===== src/hw/rtl/lfp_pkg.sv =====
`timescale 1ns / 1ps
// ----------------------------------------------------------------------------
// lfp_pkg: shared types and constants for the line follower pid step
// widths of the sensor, gain, error, integral and speed paths, register
// indexes and the control bundle of the multiply-accumulate unit
// ----------------------------------------------------------------------------
package lfp_pkg;

  localparam int SENSOR_BITS = 8;
  localparam int SUM_W       = SENSOR_BITS + 2;
  localparam int NUM_W       = SENSOR_BITS + 2;
  localparam int DIV_W       = SENSOR_BITS + 3;

  localparam int GAIN_W  = 10;
  localparam int BASE_W  = 8;
  localparam int ERR_W   = 3;
  localparam int DERR_W  = 4;
  localparam int INT_W   = 16;
  localparam int SPEED_W = 16;

  localparam int OPA_W  = GAIN_W + 1;
  localparam int OPB_W  = INT_W + 1;
  localparam int PROD_W = OPA_W + OPB_W;
  localparam int ACC_W  = PROD_W;

  localparam int CFG_IDX_W  = 2;
  localparam int CFG_DATA_W = GAIN_W;

  localparam logic [CFG_IDX_W-1:0] REG_GAIN_P     = 2'd0;
  localparam logic [CFG_IDX_W-1:0] REG_GAIN_I     = 2'd1;
  localparam logic [CFG_IDX_W-1:0] REG_GAIN_D     = 2'd2;
  localparam logic [CFG_IDX_W-1:0] REG_BASE_SPEED = 2'd3;

  localparam logic [GAIN_W-1:0] GAIN_P_RESET     = 10'd100;
  localparam logic [GAIN_W-1:0] GAIN_I_RESET     = 10'd40;
  localparam logic [GAIN_W-1:0] GAIN_D_RESET     = 10'd4;
  localparam logic [BASE_W-1:0] BASE_SPEED_RESET = 8'd200;

  localparam int IN_TDATA_W  = ((3 * SENSOR_BITS + 7) / 8) * 8;
  localparam int OUT_BITS    = 2 * SPEED_W + 1 + ERR_W;
  localparam int OUT_TDATA_W = ((OUT_BITS + 7) / 8) * 8;

  typedef struct packed {
    logic clr;
    logic en;
  } mac_ctrl_t;

  // saturate a wide signed value to the 16-bit signed range
  function automatic logic signed [SPEED_W-1:0] sat16(input logic signed [ACC_W:0] v);
    logic signed [ACC_W:0] hi;
    logic signed [ACC_W:0] lo;
    hi = (ACC_W+1)'(32767);
    lo = -(ACC_W+1)'(32768);
    if (v > hi) begin
      sat16 = 16'sh7fff;
    end else if (v < lo) begin
      sat16 = 16'sh8000;
    end else begin
      sat16 = v[SPEED_W-1:0];
    end
  endfunction

endpackage


===== src/hw/rtl/lfp_mac.sv =====
`timescale 1ns / 1ps
// ----------------------------------------------------------------------------
// lfp_mac: shared multiply-accumulate unit
// one signed product per enabled cycle into a product register, which is added to
// the accumulator on the following enabled cycle
// ----------------------------------------------------------------------------
module lfp_mac (
  input  logic                                clk,
  input  lfp_pkg::mac_ctrl_t                  ctrl,
  input  logic signed [lfp_pkg::OPA_W-1:0]    op_a,
  input  logic signed [lfp_pkg::OPB_W-1:0]    op_b,
  output logic signed [lfp_pkg::ACC_W-1:0]    acc
);

  logic signed [lfp_pkg::PROD_W-1:0] prod;

  always_ff @(posedge clk) begin
    if (ctrl.clr) begin
      prod <= '0;
      acc  <= '0;
    end else if (ctrl.en) begin
      prod <= op_a * op_b;
      acc  <= acc + prod;
    end
  end

endmodule


===== src/hw/rtl/line_follow_pid_step.sv =====
`timescale 1ns / 1ps
// ----------------------------------------------------------------------------
// line_follow_pid_step: pid wheel speed step for a three sensor line follower
// takes three sensor levels, forms the position error and drives the wheels
// ----------------------------------------------------------------------------
// A new request is taken only while the sequencer is idle. The result is
// loaded into the output register as the sequencer leaves its done state,
// and s_tready rises at that same edge, so the next request can be taken in
// the cycle after the load. The sequencer runs a two-step
// restoring divide for the position error and one integral update. It then
// runs three products (proportional, integral, derivative) through a single
// multiply-accumulate unit, a drain state, and a load state.
// A finished result waits in the output register while the next request is
// processed; the sequencer holds only if that register is still occupied.
// ----------------------------------------------------------------------------
module line_follow_pid_step (
  input  logic                                 clk,
  input  logic                                 rst,
  // left_level, middle_level, right_level
  input  logic [lfp_pkg::IN_TDATA_W-1:0]       s_tdata,
  input  logic                                 s_tvalid,
  output logic                                 s_tready,
  // left_speed, right_speed, node_seen, position_error, zero pad
  output logic [lfp_pkg::OUT_TDATA_W-1:0]      m_tdata,
  output logic                                 m_tvalid,
  input  logic                                 m_tready,
  input  logic                                 cfg_wen,
  input  logic [lfp_pkg::CFG_IDX_W-1:0]        cfg_addr,
  input  logic [lfp_pkg::CFG_DATA_W-1:0]       cfg_wdata
);

  localparam int SB = lfp_pkg::SENSOR_BITS;

  localparam logic [3:0] S_IDLE  = 4'd0;
  localparam logic [3:0] S_DIV1  = 4'd1;
  localparam logic [3:0] S_DIV2  = 4'd2;
  localparam logic [3:0] S_INTEG = 4'd3;
  localparam logic [3:0] S_MULP  = 4'd4;
  localparam logic [3:0] S_MULI  = 4'd5;
  localparam logic [3:0] S_MULD  = 4'd6;
  localparam logic [3:0] S_ACC   = 4'd7;
  localparam logic [3:0] S_DONE  = 4'd8;

  logic [3:0] state;
  logic [3:0] state_next;

  logic [lfp_pkg::GAIN_W-1:0] gain_p;
  logic [lfp_pkg::GAIN_W-1:0] gain_i;
  logic [lfp_pkg::GAIN_W-1:0] gain_d;
  logic [lfp_pkg::BASE_W-1:0] base_speed;

  logic signed [lfp_pkg::ERR_W-1:0] last_error;
  logic signed [lfp_pkg::INT_W-1:0] integral;

  logic [lfp_pkg::DIV_W-1:0]        rem;
  logic [lfp_pkg::DIV_W-1:0]        divisor;
  logic                             neg;
  logic                             quo;
  logic                             node;
  logic signed [lfp_pkg::ERR_W-1:0] err;

  logic [SB-1:0]             lvl_l;
  logic [SB-1:0]             lvl_m;
  logic [SB-1:0]             lvl_r;
  logic [lfp_pkg::SUM_W-1:0] in_sum;
  logic [SB-1:0]             in_diff;
  logic [lfp_pkg::NUM_W-1:0] in_num;
  logic                      in_full;

  logic                             take;
  logic                             out_free;
  logic [lfp_pkg::DIV_W-1:0]        divisor2;
  logic                             ge2;
  logic                             ge1;
  logic [lfp_pkg::DIV_W-1:0]        rem_after1;
  logic [1:0]                       quo_fin;
  logic signed [lfp_pkg::ERR_W-1:0] err_new;
  logic signed [lfp_pkg::INT_W:0]   int_sum;
  logic signed [lfp_pkg::ACC_W:0]   int_wide;
  logic signed [lfp_pkg::DERR_W-1:0] derr;

  lfp_pkg::mac_ctrl_t                mac_ctrl;
  logic signed [lfp_pkg::OPA_W-1:0]  op_a;
  logic signed [lfp_pkg::OPB_W-1:0]  op_b;
  logic signed [lfp_pkg::ACC_W-1:0]  acc;
  logic signed [lfp_pkg::ACC_W:0]    base_wide;
  logic signed [lfp_pkg::SPEED_W-1:0] left_speed;
  logic signed [lfp_pkg::SPEED_W-1:0] right_speed;

  logic signed [lfp_pkg::SPEED_W-1:0] out_left;
  logic signed [lfp_pkg::SPEED_W-1:0] out_right;
  logic                               out_node;
  logic signed [lfp_pkg::ERR_W-1:0]   out_err;

  assign s_tready = (state == S_IDLE);
  assign take     = s_tvalid && s_tready;
  assign out_free = !m_tvalid || m_tready;

  // request unpacking and error numerator
  assign lvl_l   = s_tdata[SB-1:0];
  assign lvl_m   = s_tdata[2*SB-1:SB];
  assign lvl_r   = s_tdata[3*SB-1:2*SB];
  assign in_sum  = lfp_pkg::SUM_W'(lvl_l) + lfp_pkg::SUM_W'(lvl_m) + lfp_pkg::SUM_W'(lvl_r);
  assign in_diff = (lvl_r >= lvl_l) ? (lvl_r - lvl_l) : (lvl_l - lvl_r);
  assign in_num  = {in_diff, 1'b0} + lfp_pkg::NUM_W'(in_diff);
  assign in_full = (&lvl_l) && (&lvl_m) && (&lvl_r);

  // restoring divide, quotient is at most 3
  assign divisor2   = {divisor[lfp_pkg::DIV_W-2:0], 1'b0};
  assign ge2        = (rem >= divisor2);
  assign ge1        = (rem >= divisor);
  assign rem_after1 = ge2 ? (rem - divisor2) : rem;
  assign quo_fin    = {quo, ge1};
  assign err_new    = (divisor == '0) ? last_error :
                      neg ? -$signed({1'b0, quo_fin}) : $signed({1'b0, quo_fin});

  assign int_sum  = lfp_pkg::INT_W'(0) + $signed({integral[lfp_pkg::INT_W-1], integral})
                    + (lfp_pkg::INT_W+1)'(err);
  assign int_wide = (lfp_pkg::ACC_W+1)'(int_sum);
  assign derr     = lfp_pkg::DERR_W'(err) - lfp_pkg::DERR_W'(last_error);

  always_comb begin
    state_next   = state;
    mac_ctrl.clr = 1'b0;
    mac_ctrl.en  = 1'b0;
    op_a         = '0;
    op_b         = '0;
    unique case (state)
      S_IDLE: begin
        mac_ctrl.clr = 1'b1;
        if (take) begin
          state_next = S_DIV1;
        end
      end
      S_DIV1:  state_next = S_DIV2;
      S_DIV2:  state_next = S_INTEG;
      S_INTEG: state_next = S_MULP;
      S_MULP: begin
        mac_ctrl.en = 1'b1;
        op_a        = $signed({1'b0, gain_p});
        op_b        = lfp_pkg::OPB_W'(err);
        state_next  = S_MULI;
      end
      S_MULI: begin
        mac_ctrl.en = 1'b1;
        op_a        = $signed({1'b0, gain_i});
        op_b        = lfp_pkg::OPB_W'(integral);
        state_next  = S_MULD;
      end
      S_MULD: begin
        mac_ctrl.en = 1'b1;
        op_a        = $signed({1'b0, gain_d});
        op_b        = lfp_pkg::OPB_W'(derr);
        state_next  = S_ACC;
      end
      S_ACC: begin
        mac_ctrl.en = 1'b1;
        state_next  = S_DONE;
      end
      S_DONE: begin
        if (out_free) begin
          state_next = S_IDLE;
        end
      end
      default: state_next = S_IDLE;
    endcase
  end

  lfp_mac u_mac (
    .clk  (clk),
    .ctrl (mac_ctrl),
    .op_a (op_a),
    .op_b (op_b),
    .acc  (acc)
  );

  assign base_wide   = (lfp_pkg::ACC_W+1)'(base_speed);
  assign left_speed  = lfp_pkg::sat16(base_wide + (lfp_pkg::ACC_W+1)'(acc));
  assign right_speed = lfp_pkg::sat16(base_wide - (lfp_pkg::ACC_W+1)'(acc));

  always_ff @(posedge clk) begin
    if (rst) begin
      state      <= S_IDLE;
      gain_p     <= lfp_pkg::GAIN_P_RESET;
      gain_i     <= lfp_pkg::GAIN_I_RESET;
      gain_d     <= lfp_pkg::GAIN_D_RESET;
      base_speed <= lfp_pkg::BASE_SPEED_RESET;
      last_error <= '0;
      integral   <= '0;
      m_tvalid   <= 1'b0;
    end else begin
      state <= state_next;
      if (cfg_wen) begin
        unique case (cfg_addr)
          lfp_pkg::REG_GAIN_P:     gain_p     <= cfg_wdata;
          lfp_pkg::REG_GAIN_I:     gain_i     <= cfg_wdata;
          lfp_pkg::REG_GAIN_D:     gain_d     <= cfg_wdata;
          lfp_pkg::REG_BASE_SPEED: base_speed <= cfg_wdata[lfp_pkg::BASE_W-1:0];
          default: ;
        endcase
      end
      if (state == S_INTEG) begin
        integral <= lfp_pkg::sat16(int_wide);
      end
      if (state == S_DONE && out_free) begin
        m_tvalid   <= 1'b1;
        last_error <= err;
      end else if (m_tready) begin
        m_tvalid <= 1'b0;
      end
    end
  end

  always_ff @(posedge clk) begin
    if (take) begin
      rem     <= lfp_pkg::DIV_W'(in_num);
      divisor <= lfp_pkg::DIV_W'(in_sum);
      neg     <= (lvl_l > lvl_r);
      node    <= in_full;
    end
    if (state == S_DIV1) begin
      rem <= rem_after1;
      quo <= ge2;
    end
    if (state == S_DIV2) begin
      err <= err_new;
    end
    if (state == S_DONE && out_free) begin
      out_left  <= left_speed;
      out_right <= right_speed;
      out_node  <= node;
      out_err   <= err;
    end
  end

  assign m_tdata = {(lfp_pkg::OUT_TDATA_W - lfp_pkg::OUT_BITS)'(0),
                    out_err, out_node, out_right, out_left};

`ifndef NO_ASSERTIONS
  a_load_shows: assert property (@(posedge clk) disable iff (rst)
    (state == S_DONE && out_free) |=> m_tvalid)
    else $error("finished result not presented");

  a_err_range: assert property (@(posedge clk) disable iff (rst)
    m_tvalid |-> (out_err != 3'sb100))
    else $error("position error out of range");

  a_node_centred: assert property (@(posedge clk) disable iff (rst)
    (m_tvalid && out_node) |-> (out_err == 3'sd0))
    else $error("node flagged with non-zero error");

  a_integral_hold: assert property (@(posedge clk) disable iff (rst)
    (state != S_INTEG) |=> $stable(integral))
    else $error("integral changed outside its update step");
`endif

endmodule


===== config.mk =====
export PLATFORM = sky130hd
export DESIGN_NAME = line_follow_pid_step
export DESIGN_NICKNAME = d
export VERILOG_FILES = /design/src/hw/rtl/lfp_pkg.sv /design/src/hw/rtl/lfp_mac.sv /design/src/hw/rtl/line_follow_pid_step.sv
export SDC_FILE = /design/constraint.sdc
export NUM_CORES = 1
export LEC_CHECK = 0
export BUFFER_PORTS_ARGS = -buffer_cell sky130_fd_sc_hd__buf_2
export CORE_AREA = 3 3 204 206
export CTS_BUF_LIST = sky130_fd_sc_hd__clkbuf_4 sky130_fd_sc_hd__clkbuf_8
export DETAILED_ROUTE_END_ITERATION = 8
export DIE_AREA = 0 0 207 209
export GPL_TIMING_DRIVEN = 1
export PLACE_DENSITY = 0.69
export SLEW_MARGIN = 0
export SYNTH_ARGS = -nofsm -noshare
export SYNTH_HDL_FRONTEND = slang
export SYNTH_HIERARCHICAL = 1
export SYNTH_SLANG_ARGS = --single-unit

===== constraint.sdc =====
create_clock -name clk -period 7.8 [get_ports clk]
set_input_delay 1.17 -clock clk [delete_from_list [all_inputs] [get_ports clk]]
set_output_delay 1.17 -clock clk [all_outputs]
set_load 0.02 [all_outputs]

Yosys cells after proc, flatten, opt, wreduce, memory -nomap -nowiden
Cells that the tools add are included.
W data, S select, Z words.
{ "totals": {"register_bits": 181, "latch_bits": 0, "memories": 0, "rom_bits": 0, "input_bits": 41, "ramBits": 0} }
{ "classes": {"shift": 0, "muxes": 19, "add_sub_neg": 12, "n_mul": 1, "n_eq_ne": 14, "order_cmp": 10, "div": 0, "bitwise_logic": 0, "reduce_logical": 21} }
{ "ops": {"columns": ["op", "count"], "rows": [
  ["$mux W16", 4],
  ["$gt A29 B16 Y1 const B", 2],
  ["$lt A29 B16 Y1 const B", 2],
  ["$pmux W17 S3", 1],
  ["$pmux W4 S9", 1],
  ["$mux W11", 3],
  ["$pmux W10 S3", 1],
  ["$add A9 B28 Y29", 1],
  ["$sub A9 B28 Y29", 1],
  ["$add A28 B28 Y28", 1],
  ["$mul A11 B17 Y28", 1],
  ["$reduce_and A8 Y1", 3],
  ["$add A9 B8 Y10", 2],
  ["$add A16 B3 Y17", 1],
  ["$gt A17 B16 Y1 const B", 1],
  ["$lt A17 B16 Y1 const B", 1],
  ["$eq A4 B3 Y1 const B", 4],
  ["$sub A8 B8 Y8", 2],
  ["$reduce_and A2 Y1", 6],
  ["$ge A11 B10 Y1", 1],
  ["$ge A11 B11 Y1", 1],
  ["$logic_not A11 Y1", 1],
  ["$sub A11 B11 Y11", 1],
  ["$add A8 B8 Y9", 1],
  ["22 further kinds", 34]
]} }

Longest topological paths before layout
{ "depth": {"ltp_word": 5, "mapped_depth": 29, "depth_no_buf": 28} }

Cells and area by module
The synthesis kept the hierarchy.
{ "by_module_without_submodules": {"columns": ["module", "area_each_um2", "cells_per_inst", "instances"], "rows": [
  ["lfp_mac", 10138.5, 1188, 1],
  ["line_follow_pid_step", 9669.3, 1132, 1]
]} }

Worst setup path before layout
Ideal clock, no wire load.
{ "synth_path": {"path_kind": "register to register", "startpoint": "register err[2] in the netlist's numbering", "endpoint": "register u_mac/prod[17] in the netlist's numbering", "required_ns": 7.684, "path_stages_with_launch": 26, "setup_ns": 0.116, "synth_period_minus_slack_ns": 7.058, "setup_slack_ns": 0.742, "arrival_time_ns": 6.942, "path_cell_list": "edfxtp_1 > ha_1 > inv_1 > a2111oi_0 > a21oi_1 > a2111o_1 > clkbuf_1 > nand2_1 > clkbuf_1 > nand2_1 > fa_1 > inv_1 > fa_1 > inv_1 > fa_1 > fa_1 > fa_1 > inv_1 > ha_1 > a211oi_1 > o21ai_0 > a31oi_1 > o21bai_1 > a21oi_1 > mux2_2 > a31o_2"} }
{ "synth_via": {"elab_chain_len": 3} }
{ "synth_lines": {"columns": ["element", "line_no", "rtl"], "rows": [
  ["start: declaration", "line_follow_pid_step.sv:60", "logic signed [lfp_pkg::ERR_W-1:0] err;"],
  ["start signal: assignment", "line_follow_pid_step.sv:226", "err <= err_new;"],
  ["$sub A3 B3 Y4", "line_follow_pid_step.sv:120", "assign derr = lfp_pkg::DERR_W'(err) - lfp_pkg::DERR_W'(last_error);"],
  ["$pmux W17 S3 *", "line_follow_pid_step.sv:128", "unique case (state)"],
  ["net op_b (one bit)", "line_follow_pid_step.sv:84", "logic signed [lfp_pkg::OPB_W-1:0] op_b;"],
  ["$mul A11 B17 Y28 *", "lfp_mac.sv:22", "prod <= op_a * op_b;"],
  ["end signal: assignment", "lfp_mac.sv:22", null],
  ["end: declaration", "lfp_mac.sv:15", "logic signed [lfp_pkg::PROD_W-1:0] prod;"]
]} }
The timed path passes the listed nets; every way through them passes the cells marked *.
A chain may end at the register's enable or synchronous reset.

Final worst setup path
{ "layout_path": {"startpoint": "register err[0] in the netlist's numbering", "endpoint": "register u_mac/prod[17] in the netlist's numbering"} }
{ "layout_via": {"elab_chain_len": 3} }
{ "layout_lines": {"columns": ["element", "line_no"], "rows": [
  ["$sub A3 B3 Y4", "line_follow_pid_step.sv:120"],
  ["$pmux W17 S3", "line_follow_pid_step.sv:128"],
  ["net op_b (one bit)", "line_follow_pid_step.sv:84"],
  ["$mul A11 B17 Y28", "lfp_mac.sv:22"]
]} }
The timed path passes the listed nets, and every way through them passes these cells.

==> qor.txt <==
Syn. warnings -> 6
top_reg_cell synth -> dfxtp_1
most common cell after layout, fill and taps aside -> inv_1
FP Rows -> 73
WL final -> 44,860 µm
Worst-Margin Slew -> 1164 ps
IO Port Bufs -> 78
vias in the first global route -> 16,010
first-pass GRT wire length -> 76,890 µm
Max Clock Freq -> 0.1355 GHz
CTS Sinks -> 181
Hold Vio Cnt, Final -> 0
# Post-CTS Setup Buffers -> 0
Initial Utilization -> 49.74%
max-capacitance violation count -> 0
min Tclk post-route -> 7380 ps
placed cell count -> 2,854
clock buffer depth -> 2
Antenna Nets Post-Route -> 0
maximum vdd ir drop -> 0.0001295 V
syn avg cell area -> 8.538 µm²
power per cell area -> 130.6 nW/µm²
hold buffer count at cts -> 0
Final Skew -> 16.35 ps
Num CTS Buffers -> 17
Antenna diodes -> 0
Hold Path Class -> flop to flop
Die Span Y -> 209 µm
die width -> 207 µm
DP Area -> 20,670 µm²
setup total negative slack -> 0 ps
fin area -> 21,080 µm²
Slew Limit Fails -> 0
register area -> 4254 µm²
Remaining Overflow, GRT -> 0
number of synthesized flops with an enable pin -> 63
area delta synth->final -> 6.399%
Psw -> 1.004 mW
leakage power -> 9.608 nW
Reg clk slew, reported paths -> 100 ps
Clock Root Buffer -> clkbuf_8
DR vias/cell -> 5.481
Period Utilization, post-route -> 94.61%
H-tree Lvls -> 4
post-DP HPWL -> 35,720 µm
Combinational Power Share -> 35.2%
synthesis-stage register bit count -> 181
Initial DRC Count -> 875
Startpoint Class -> flop
Sw Share -> 36.49%
vias post-DR -> 15,820
Setup-failing EPs final -> 0
area of the multi-input gates -> 13,980 µm²
share of cells above drive strength 1 -> 7.751%
ys async rst share -> 0%
Synth Cell Area -> 19,810 µm²
sequential share of power -> 40.7%
sequential area share after synthesis -> 21.48%
Final Non-Filler Cells -> 2,886
Critical Path End Type -> flop
pre-CTS setup slack -> 535.4 ps
pin count of the biggest net entering global routing -> 59
CORE AREA -> 39,820 µm²
Yosys cell types -> 81
worst-path fanout max -> 11
CP required -> 8210 ps
Final WS setup -> 420.3 ps
post-DR wirelength/cell -> 15.54 µm
# IOs -> 83
CTS tree -> done
clk_lat worst skew -> 520 ps
most frequent cells in the layout -> inv_1, nand2_1, fa_1
Fillers -> 3,744
outcome -> finished clean
clock share of power -> 24.1%
Total GRT Usage -> 20.89%
die area -> 43,260 µm²
DRC -> 0
post_cts resized -> 0
Pint -> 1.748 mW
gpl congestion -> 0.8813
Slew HR -> 22.06%
Mapped Cells -> 2,320
RSZ-0062 raised after global routing -> no
Nets -> 2,752
initial antenna violation count -> 0
first-pass iteration count of the detailed router -> 6
CP Class -> flop to flop
Worst EP arrival -> 7790 ps
==> per-stage QoR <==
step | total power [mW] | utilization (%) | hold slack (ps)
floorplan | 1.895 | - | 400.3
global placement | 2.080 | 51.90 | 436.7
detailed placement | 2.107 | 51.90 | 412.4
CTS | 2.776 | 52.92 | 454.3
global route | 2.948 | 52.92 | 462.5
finish | 2.752 | 52.92 | 449.5
==> registers in the layout (all words and copies together), names as in the netlist, 4 cells and up <==
name        count
gain_d         10
u_mac/prod     28
state           4
out_right      16
out_left       16
rem            11
base_speed      8
gain_i         10
integral       16
divisor        10
u_mac/acc      28
gain_p         10
==> cell usage after synthesis, types with 10 or more instances <==
cell / number / area (µm²)
inv_1: 311 / 1167
nand2_1: 259 / 972.2
fa_1: 189 / 3784
nor2_1: 182 / 683.2
ha_1: 174 / 2177
a21oi_1: 146 / 730.7
dfxtp_1: 118 / 2362
o21ai_0: 81 / 405.4
and2_1: 80 / 500.5
clkbuf_1: 77 / 289.0
xnor2_1: 72 / 630.6
edfxtp_1: 63 / 1892
mux2i_1: 52 / 520.5
a21o_1: 43 / 322.8
nand3_1: 40 / 200.2
nor3_1: 34 / 170.2
xor2_1: 33 / 289.0
a211oi_1: 32 / 240.2
nor2b_1: 25 / 156.4
nand4_1: 24 / 150.1
nand2b_1: 23 / 143.9
o21a_1: 19 / 142.6
buf_1: 15 / 56.30
o21bai_1: 15 / 112.6
a31oi_1: 14 / 87.58
and3_1: 14 / 87.58
o22ai_1: 12 / 75.07
a21oi_2: 11 / 96.34
nor4_1: 11 / 68.82
nand3b_1: 10 / 75.07
==> final timing paths <==
path,startpoint,end,slack (ps),cells after the start
worst max-delay path,err[0],u_mac/prod[17],420,23
worst min-delay path,node,out_node,450,0
worst max register to register,err[0],u_mac/prod[17],420,23
worst min register to register,node,out_node,450,0
==> worst max-delay path: stages, from the launching register on <==
cell,delay [ps]
edfxtp_1,470
inv_1,90
ha_1,140
inv_1,60
fa_1,380
xnor2_1,150
a211oi_1,240
a21oi_1,70
nor2_1,720
nand2_1,170
fa_1,520
fa_1,520
fa_1,510
fa_1,520
fa_1,540
inv_1,40
ha_1,350
a211oi_1,360
o21ai_0,260
a31oi_1,340
o21bai_1,100
a21oi_1,170
mux2_2,350
a31o_2,210
==> layer usage <==
metal  global-route usage [%]  share of wire (%)
met1                    26.76                 44
met2                    37.18                 50
met3                    3.048                4.2
met4                    5.290                1.8
met5                        0                  0
==> power groups by stage <==
stage	sequential [mW]	combinational (mW)	clock, mW
6_report	1.12	0.970	0.663
5_1_grt	1.13	1.10	0.720
4_1_cts	1.12	0.971	0.684
3_5_place_dp	1.14	0.965	0
3_3_place_gp	1.14	0.940	0
2_1_floorplan	1.12	0.772	0
==> cells by family (layout without fill, tap and decap cells) <==
logic type / Yosys count / after routing / synth area share (%)
AO/OA/AOI/OAI: 449 / 449 / 14.66
XOR/XNOR: 105 / 105 / 4.643
adder cells (fa/ha/maj): 363 / 363 / 30.09
buffers and inverters: 418 / 451 / 8.149
flip-flops: 181 / 181 / 21.48
multiplexers: 58 / 58 / 2.969
other: 1 / 9 / 0.01893
AND/OR/NAND/NOR: 745 / 745 / 17.99
==> final cells by class <==
type / count / area share (%)
well taps: 525 / 3.117
multi-input cells: 1729 / 66.34
clock buffers: 18 / 1.146
flip-flops and latches: 181 / 20.19
clock inverters: 14 / 0.7896
inverters: 313 / 5.575
repair buffers: 106 / 2.850
No activity file was read; power rests on OpenSTA's default activity.
